<file path="src/wds_pkg.sv">
`timescale 1ns / 1ps

package wds_pkg;

  // Default sizing
  localparam int DEF_MAX_SIDES   = 64;
  localparam int DEF_WEIGHT_BITS = 16;
  localparam int DEF_RANDOM_BITS = 32;

  // Fixed width of the side field
  localparam int SIDE_W = 7;

  // Item opcodes
  localparam logic OP_LOAD = 1'b0;
  localparam logic OP_ROLL = 1'b1;

  // Sequencer states
  typedef enum logic [1:0] {
    ST_IDLE,
    ST_MUL,
    ST_SCAN,
    ST_PUSH
  } wds_state_t;

endpackage

</file>
<file path="src/weighted_die_sampler.sv">
`timescale 1ns / 1ps

// Weighted die sampler: load items (op 0) append a weight to the side table and
// add it to the running sum; first restarts the table, and loads into a full
// table are dropped. A roll item (op 1) returns the first side k (from 1) whose
// cumulative weight p satisfies random * sum < p * 2^RANDOM_BITS, the side
// count with fell_through set when none does, and side 0 for an empty table.
// A load gives no result. For a roll, the product random * sum is first built
// by one shift-add adder, one sum bit per cycle, then the cumulative weights
// are scanned one table entry per cycle (k entries, k <= side count) from the
// single read port of the weight memory, and the result goes out through a
// one-item output register. in_ready is high only between items.
module weighted_die_sampler
  import wds_pkg::*;
#(
  parameter int MAX_SIDES   = DEF_MAX_SIDES,
  parameter int WEIGHT_BITS = DEF_WEIGHT_BITS,
  parameter int RANDOM_BITS = DEF_RANDOM_BITS
) (
  input  logic                   clk,
  input  logic                   rst_n,
  input  logic                   in_valid,
  output logic                   in_ready,
  input  logic                   in_op,
  input  logic                   in_first,
  input  logic [WEIGHT_BITS-1:0] in_weight,
  input  logic [RANDOM_BITS-1:0] in_random,
  output logic                   out_valid,
  input  logic                   out_ready,
  output logic [SIDE_W-1:0]      out_side,
  output logic                   out_fell_through
);

  localparam int IDX_W  = $clog2(MAX_SIDES);
  localparam int CNT_W  = $clog2(MAX_SIDES + 1);
  localparam int SUM_W  = WEIGHT_BITS + IDX_W;
  localparam int PROD_W = RANDOM_BITS + SUM_W;
  localparam int MC_W   = $clog2(SUM_W);

  wds_state_t state_r, state_nxt;

  logic [CNT_W-1:0]       count_r, count_nxt;
  logic [SUM_W-1:0]       sum_r, sum_nxt;
  logic [IDX_W-1:0]       idx_r, idx_nxt;
  logic [SUM_W-1:0]       prefix_r, prefix_nxt;
  logic [PROD_W-1:0]      acc_r, acc_nxt;
  logic [SUM_W-1:0]       msh_r, msh_nxt;
  logic [MC_W-1:0]        mcnt_r, mcnt_nxt;
  logic [RANDOM_BITS-1:0] rnd_r, rnd_nxt;
  logic [CNT_W-1:0]       res_side_r, res_side_nxt;
  logic                   res_fell_r, res_fell_nxt;
  logic                   out_valid_r, out_valid_nxt;
  logic [SIDE_W-1:0]      out_side_r, out_side_nxt;
  logic                   out_fell_r, out_fell_nxt;

  // Weight memory, one write and one registered read port
  logic [WEIGHT_BITS-1:0] mem [MAX_SIDES];
  logic [WEIGHT_BITS-1:0] rd_data_r;
  logic                   wr_en;
  logic [IDX_W-1:0]       wr_addr;

  // Scan datapath
  logic [SUM_W-1:0] prefix_new;
  logic [CNT_W-1:0] side_next;
  logic [SUM_W-1:0] prod_hi;

  assign in_ready         = (state_r == ST_IDLE);
  assign out_valid        = out_valid_r;
  assign out_side         = out_side_r;
  assign out_fell_through = out_fell_r;

  // Upper part of r * sum: below p * 2^RANDOM_BITS exactly when below p
  assign prod_hi    = acc_r[PROD_W-1 -: SUM_W];
  assign prefix_new = prefix_r + SUM_W'(rd_data_r);
  assign side_next  = CNT_W'(idx_r) + CNT_W'(1);

  always_ff @(posedge clk) begin
    if (wr_en) begin
      mem[wr_addr] <= in_weight;
    end
    rd_data_r <= mem[idx_nxt];
  end

  // Control registers
  always_ff @(posedge clk) begin
    if (!rst_n) begin
      state_r     <= ST_IDLE;
      count_r     <= '0;
      sum_r       <= '0;
      out_valid_r <= 1'b0;
    end else begin
      state_r     <= state_nxt;
      count_r     <= count_nxt;
      sum_r       <= sum_nxt;
      out_valid_r <= out_valid_nxt;
    end
  end

  // Datapath registers
  always_ff @(posedge clk) begin
    idx_r      <= idx_nxt;
    prefix_r   <= prefix_nxt;
    acc_r      <= acc_nxt;
    msh_r      <= msh_nxt;
    mcnt_r     <= mcnt_nxt;
    rnd_r      <= rnd_nxt;
    res_side_r <= res_side_nxt;
    res_fell_r <= res_fell_nxt;
    out_side_r <= out_side_nxt;
    out_fell_r <= out_fell_nxt;
  end

  // Sequencer
  always_comb begin
    state_nxt     = state_r;
    count_nxt     = count_r;
    sum_nxt       = sum_r;
    idx_nxt       = idx_r;
    prefix_nxt    = prefix_r;
    acc_nxt       = acc_r;
    msh_nxt       = msh_r;
    mcnt_nxt      = mcnt_r;
    rnd_nxt       = rnd_r;
    res_side_nxt  = res_side_r;
    res_fell_nxt  = res_fell_r;
    out_valid_nxt = out_valid_r;
    out_side_nxt  = out_side_r;
    out_fell_nxt  = out_fell_r;
    wr_en         = 1'b0;
    wr_addr       = '0;

    // result taken downstream
    if (out_valid_r && out_ready) begin
      out_valid_nxt = 1'b0;
    end

    unique case (state_r)
      ST_IDLE: begin
        if (in_valid) begin
          if (in_op == OP_LOAD) begin
            if (in_first) begin
              wr_en     = 1'b1;
              wr_addr   = '0;
              count_nxt = CNT_W'(1);
              sum_nxt   = SUM_W'(in_weight);
            end else if (count_r < CNT_W'(MAX_SIDES)) begin
              wr_en     = 1'b1;
              wr_addr   = count_r[IDX_W-1:0];
              count_nxt = count_r + CNT_W'(1);
              sum_nxt   = sum_r + SUM_W'(in_weight);
            end
          end else begin
            rnd_nxt    = in_random;
            idx_nxt    = '0;
            prefix_nxt = '0;
            if (count_r == '0) begin
              // empty table
              res_side_nxt = '0;
              res_fell_nxt = 1'b1;
              state_nxt    = ST_PUSH;
            end else begin
              acc_nxt   = '0;
              msh_nxt   = sum_r;
              mcnt_nxt  = MC_W'(SUM_W - 1);
              state_nxt = ST_MUL;
            end
          end
        end
      end

      ST_MUL: begin
        // shift-add, sum bits MSB first
        acc_nxt = {acc_r[PROD_W-2:0], 1'b0} +
                  (msh_r[SUM_W-1] ? PROD_W'(rnd_r) : PROD_W'(0));
        msh_nxt = {msh_r[SUM_W-2:0], 1'b0};
        if (mcnt_r == '0) begin
          state_nxt = ST_SCAN;
        end else begin
          mcnt_nxt = mcnt_r - MC_W'(1);
        end
      end

      ST_SCAN: begin
        prefix_nxt = prefix_new;
        if (prod_hi < prefix_new) begin
          res_side_nxt = side_next;
          res_fell_nxt = 1'b0;
          state_nxt    = ST_PUSH;
        end else if (side_next == count_r) begin
          res_side_nxt = count_r;
          res_fell_nxt = 1'b1;
          state_nxt    = ST_PUSH;
        end else begin
          idx_nxt = idx_r + IDX_W'(1);
        end
      end

      ST_PUSH: begin
        if (!out_valid_r || out_ready) begin
          out_valid_nxt = 1'b1;
          out_side_nxt  = SIDE_W'(res_side_r);
          out_fell_nxt  = res_fell_r;
          state_nxt     = ST_IDLE;
        end
      end

      default: begin
        state_nxt = ST_IDLE;
      end
    endcase
  end

`ifndef SYNTHESIS
  // side count never passes the table size
  a_count_bound: assert property (@(posedge clk) disable iff (!rst_n)
    count_r <= CNT_W'(MAX_SIDES))
    else $error("side count beyond table size");

  // scan stays inside the loaded sides
  a_scan_idx: assert property (@(posedge clk) disable iff (!rst_n)
    (state_r == ST_SCAN) |-> (CNT_W'(idx_r) < count_r))
    else $error("scan index past side count");

  // an accepted roll always starts work
  a_roll_busy: assert property (@(posedge clk) disable iff (!rst_n)
    (in_valid && in_ready && (in_op == OP_ROLL)) |=> (state_r != ST_IDLE))
    else $error("roll item accepted but sequencer idle");

  // a new result never overwrites one still waiting
  a_no_overwrite: assert property (@(posedge clk) disable iff (!rst_n)
    (out_valid_r && !out_ready) |=> out_valid_r)
    else $error("pending result dropped");
`endif

endmodule
</file>
<file path="config.mk">
export PLATFORM = sky130hd
export DESIGN_NAME = weighted_die_sampler
export DESIGN_NICKNAME = d
export VERILOG_FILES = /design/src/wds_pkg.sv /design/src/weighted_die_sampler.sv
export SDC_FILE = /design/constraint.sdc
export NUM_CORES = 2
export LEC_CHECK = 0
export BUFFER_PORTS_ARGS = -buffer_cell sky130_fd_sc_hd__buf_4
export CORE_ASPECT_RATIO = 0.9
export CORE_MARGIN = 2
export CORE_UTILIZATION = 57
export DETAILED_ROUTE_END_ITERATION = 7
export GPL_TIMING_DRIVEN = 1
export PLACE_DENSITY = 0.76
export SYNTH_ARGS = -nofsm -noshare
export SYNTH_HDL_FRONTEND = slang
export SYNTH_SLANG_ARGS = --single-unit
</file>
<file path="constraint.sdc">
create_clock -name clk -period 6.47 [get_ports clk]
set_clock_uncertainty 0.1 [all_clocks]
set_input_delay 1.294 -clock clk [delete_from_list [all_inputs] [get_ports clk]]
set_output_delay 1.294 -clock clk [all_outputs]
set_load 0.005 [all_outputs]
</file>
Word level (Yosys, flattened, before mapping)
Memory sizes are Yosys's and may differ from the RTL's. A register that Yosys moved wholly into a read port is not among the register bits.
Cells that the tools add are included.
- register bits: 189
- bits in latches: 0
- bits in writable memories: 1024
- ROM bits: 0
- input bits: 54
- output and inout bits: 10
- word-level logic and storage cells: 115
- memories kept: 1
- add/sub/neg operators: 7
- multipliers: 0
- divide/modulo/power cells: 0
- $lt $le $gt $ge: 2
- equality and inequality tests: 12
- shifts and indexed selects: 0
- muxes and demuxes: 61
- bitwise operators: 1
- reductions and logical operators: 17
- memories (memory ; words ; bits a word ; read ports ; clocked after memory_dff ; wr ports ; line ; text):
    mem ; 64 ; 16 ; 1 ; 1 ; 1 ; weighted_die_sampler.sv:57 ; logic [WEIGHT_BITS-1:0] mem [MAX_SIDES];
- operators by type and width (operator ; number):
    $mux 54 ; 3
    $mux 22 ; 7
    $pmux 54 s2 ; 1
    $pmux 22 s2 ; 2
    $add 54x32->54 ; 1
    $mux 6 ; 9
    $mux 7 ; 7
    $add 22x16->22 ; 2
    $mux 32 ; 1
    $lt 22x22->1 ; 1
    $mux 5 ; 4
    $mux 1 ; 15
    $reduce_and 5->1 ; 3
    $mux 2 ; 7
    $pmux 7 s2 ; 1
    $pmux 6 s2 ; 1
    $ne 2x2->1 const B ; 5
    $pmux 5 s2 ; 1
    $pmux 2 s4 ; 1
    $reduce_and 4->1 ; 2
    $add 6x1->7 const B ; 1
    $add 7x1->7 const B ; 1
    $eq 7x7->1 ; 1
    $logic_not 7->1 ; 1
    other kinds (17) ; 22

Logic depth before layout (Yosys ltp)
- depth after elaboration: 8
- depth in mapped cells: 30
- gate-level depth less buffers: 26

Least setup slack after synthesis
OpenSTA, ideal clock, no wires.
- path kind: input port to flip-flop
- start: input in_op
- end: register mcnt_r[0] (enable)
- library setup time: 375 ps
- arrival: 6034 ps
- data required time: 5995 ps
- setup slack: -39 ps
- cell stages on the path: 5
- path buffers: 0
- path through: nand3_1 -> inv_1 -> a21oi_1 -> nor2_1 -> a21boi_0
- word-level cells in the longest chain between the ends: 2
- ends and longest elaborated chain (item ; line ; text):
    from (decl) ; weighted_die_sampler.sv:24 ; input logic in_op,
    $ne 2x1->1 (no source line) ; n/a ;
    $reduce_and 5->1 (no source line) ; n/a ;
    to (signal assigned) ; weighted_die_sampler.sv:105 ; mcnt_r <= mcnt_nxt;
    to (decl) ; weighted_die_sampler.sv:48 ; logic [MC_W-1:0] mcnt_r, mcnt_nxt;
Every way passes these cells.
A chain may end at the register's enable or synchronous reset.

Final worst setup path
- start: register prefix_r[0]
- end: register rd_data_r[1] (read register of mem)
- word-level cells in the longest chain between the ends: 4
- ends and longest elaborated chain (item ; line ; text):
    from (decl) ; weighted_die_sampler.sv:45 ; logic [SUM_W-1:0] prefix_r, prefix_nxt;
    from (signal assigned) ; weighted_die_sampler.sv:102 ; prefix_r <= prefix_nxt;
    $add 22x16->22 ; weighted_die_sampler.sv:74 ; assign prefix_new = prefix_r + SUM_W'(rd_data_r);
    $lt 22x22->1 ; weighted_die_sampler.sv:185 ; if (prod_hi < prefix_new) begin
    $mux 6 ; weighted_die_sampler.sv:185 ;
    $pmux 6 s2 ; weighted_die_sampler.sv:137 ; unique case (state_r)
    to (decl) ; weighted_die_sampler.sv:58 ; logic [WEIGHT_BITS-1:0] rd_data_r;
Every way passes these cells.

==> results.toml <==
[finish]
syn2layout_area_growth_pct = 16.3
final_nets = 4370
drive_above_1_share_pct = 19.6
layout_commonest_cell = "edfxtp_1"
layout.cells.non_filler = 5579
final_cell_mix = "edfxtp_1 (1175), buf_4 (426), o21ai_0 (243)"
seq_area_um2 = 36400
nFillCells = 6430
utilization_pct = 66.8
multi_input_area_um2 = 16800

[place]
dp_cells = 5333
hpwlAfterDp_mm = 100
place_congestion = 0.951
io_buffers = 63

[yosys]
ys_seq_area_share_pct = 67.0
synth_top_family_by_area = "compound AO/OA/AOI/OAI gates"
ys_types = 88
async_flop_share_pct = 0
synth_flop_cell = "edfxtp_1"
avgSynthCellArea_um2 = 13.9
synth_seq_cells = 1229
syn_area_um2 = 54300
synthCells = 3914
synth_warnings = 0
synth_compound_area_share_pct = 14.8
synth_simple_gate_area_share_pct = 8.28
synthXorXnorAreaFrac_pct = 1.18
synthMuxAreaShare_pct = 3.52
synthAdderAreaFrac_pct = 2.23
synth_edf_count = 1175
syn_nets = 4063

[die]
start_util_pct = 57.4
core_area_um2 = 94500
ios = 64
rows = 107
die_x_um = 329
die_y_um = 297
dieArea_um2 = 97700

[route]
drt_iter0_drc = 5512
dr.pass1.iters = 7
ant_nets = 0
wl_per_cell_um = 28.3
wl_mm = 158
dr_total_vias = 37700
vias_per_cell = 6.75
drcViolationCount = 0

[critical_path]
crit_fanout = 17
end_kind = "flip-flop"
critPathMaxStageDelay_ns = 0.78
path_common_cell = "buf_12"
critPathArrivalTime_ns = 6.92
crit_slowest_cell = "a222oi_1"
crit_required_ns = 7.03
start_kind = "flip-flop"
critical_path_class = "reg2reg"
r2r_cells = 31

[timing]
period_share_pct = 98.3
maxSlewViolCount = 0
fmax_mhz = 157
period_needed_ns = 6.36
tightestPinTransition_ns = 1.03
rsz0062_at_grt = "true"
setup_violations = 0
whs_ns = 0.352
maxSlewHeadroom_pct = 31.4
hold_viol = 0

[grt]
grt_max_degree = 74
grt_pass1_vias = 35800
grt_use_total_pct = 31.9
gr-total-overflow = 0
grt_pass1_wl_mm = 230
antenna_found_initial = 4

[power]
p_leak_nw = 21.9
seq_power_share_pct = 32.6
switching_power_w = 0.0112
irDropWorstVdd_v = 0.000320
switching_share_pct = 38.2
p_comb_share_pct = 44.1
total_power_w = 0.0292
powerDensity_nw_per_um2 = 463
power_frac_clock_pct = 23.3
internal_power_w = 0.0181

[worst_hold_path]
hp-class = "reg2reg"
hold_path_depth = 0

[clock_network]
cts-root-buf = "clkbuf_16"
numCtsBuffers = 117
clk_latency_ns = 0.73
clock_sinks = 1229
cts_tree = "yes"
clockBufferDepth = 3
cts_max_level = 3
clkTransAtPathRegs_ns = 0.06

[run]
cap_violations = 0

[outcome]
status = "completed"
[flip-flops by register name, summed over array words and instances, names as in the netlist, 7 cells and up]
| signal | flops |
|---|---|
| count_r | 7 |
| msh_r | 22 |
| prefix_r | 22 |
| out_side | 7 |
| rd_data_r | 16 |
| sum_r | 22 |
| mem | 1024 |
| res_side_r | 7 |
| acc_r | 54 |
| rnd_r | 32 |
[routing by layer]
| metal | part of all wire, % | vias to the layer above | track usage, % |
|---|---|---|---|
| li1 | - | 16300 | - |
| met1 | 37 | 18400 | 43.6 |
| met2 | 44 | 2568 | 47.4 |
| met3 | 14 | 431 | 8.58 |
| met4 | 5.2 | 2 | 15.6 |
| met5 | 0.0082 | - | 0 |
[repair_timing]
action                     4_1_cts  5_1_grt
pin swaps                       15       37
gates resized for setup         29       63
buffers inserted                 7       10
hold buffers                     0        0
setup endpoints to repair       16       16
cloned                           3        2
[through the flow]
stage | setup TNS [ns] | cell area (µm²) | worst slack, ns
final | 0 | 63100 | 0.111
after global routing | -0.961 | 63100 | -0.134
after CTS | 0 | 62700 | 0.0191
after detailed placement | -5.03 | 58600 | -0.468
after global placement | -2.51 | 58600 | -0.290
after floorplan | 0 | 54300 | 0.721
[Yosys cell counts, types with 31 or more instances]
library cell	n	share of area, %
edfxtp_1	1175	65
o21ai_0	248	2.3
clkbuf_1	188	1.3
nor2_1	187	1.3
a211oi_1	174	2.4
and3_1	166	1.9
a21oi_1	163	1.5
nand3_1	162	1.5
a2111o_1	126	2.6
nand2_1	124	0.86
mux2i_1	107	2.0
ha_1	92	2.1
inv_1	70	0.48
mux2_2	69	1.4
buf_2	66	0.61
and2_1	62	0.71
nor3_1	58	0.54
dfxtp_1	54	2.0
o311ai_1	54	0.87
xnor2_1	47	0.76
nand4_1	36	0.42
a22oi_1	34	0.47
a222oi_1	31	0.57
[power groups by stage]
stage / logic (W) / clock network, W / registers (W)
final: 0.0129 / 0.00682 / 0.00952
after global placement: 0.0116 / 0 / 0.00966
after detailed placement: 0.0119 / 0 / 0.00967
after floorplan: 0.00699 / 0 / 0.00948
after global routing: 0.0135 / 0.00718 / 0.00954
after CTS: 0.0122 / 0.00686 / 0.00950
[worst paths after layout]
kind	start	endpoint	slack [ns]
max	prefix_r[0]	rd_data_r[1]	0.11
min	res_side_r[2]	out_side[2]	0.35
max reg2reg	prefix_r[0]	rd_data_r[1]	0.11
min reg2reg	res_side_r[2]	out_side[2]	0.35
[critical path: cells and delay by family, from the launching register on]
family | cells | cell delay (ns)
muxes | 1 | 0.25
xor gates and xnor gates | 1 | 0.13
buffers and inverters | 6 | 0.88
DFF | 1 | 0.36
and+or+nand+nor | 7 | 0.84
AOI/OAI and AO/OA | 13 | 2.89
adders and majority gates | 3 | 0.81
[cells by family after synthesis]
group | Yosys count
AOI/OAI and AO/OA | 1093
buffers and inverters | 370
and+or+nand+nor | 875
muxes | 179
adders and majority gates | 95
xor gates and xnor gates | 73
DFF | 1229
[area by class of cell]
cell class	instances	share of cell area, %
clock buffers	147	4.93
well taps	1253	2.48
clock inverters	75	1.15
repair inverters	1	0.0139
flip-flops and latches	1229	57.6
repair buffers	479	6.74
inverters	75	0.486
diodes	2	0.00793
multi-input cells	2318	26.6
Note: power is estimated with default switching activity, not from simulation.
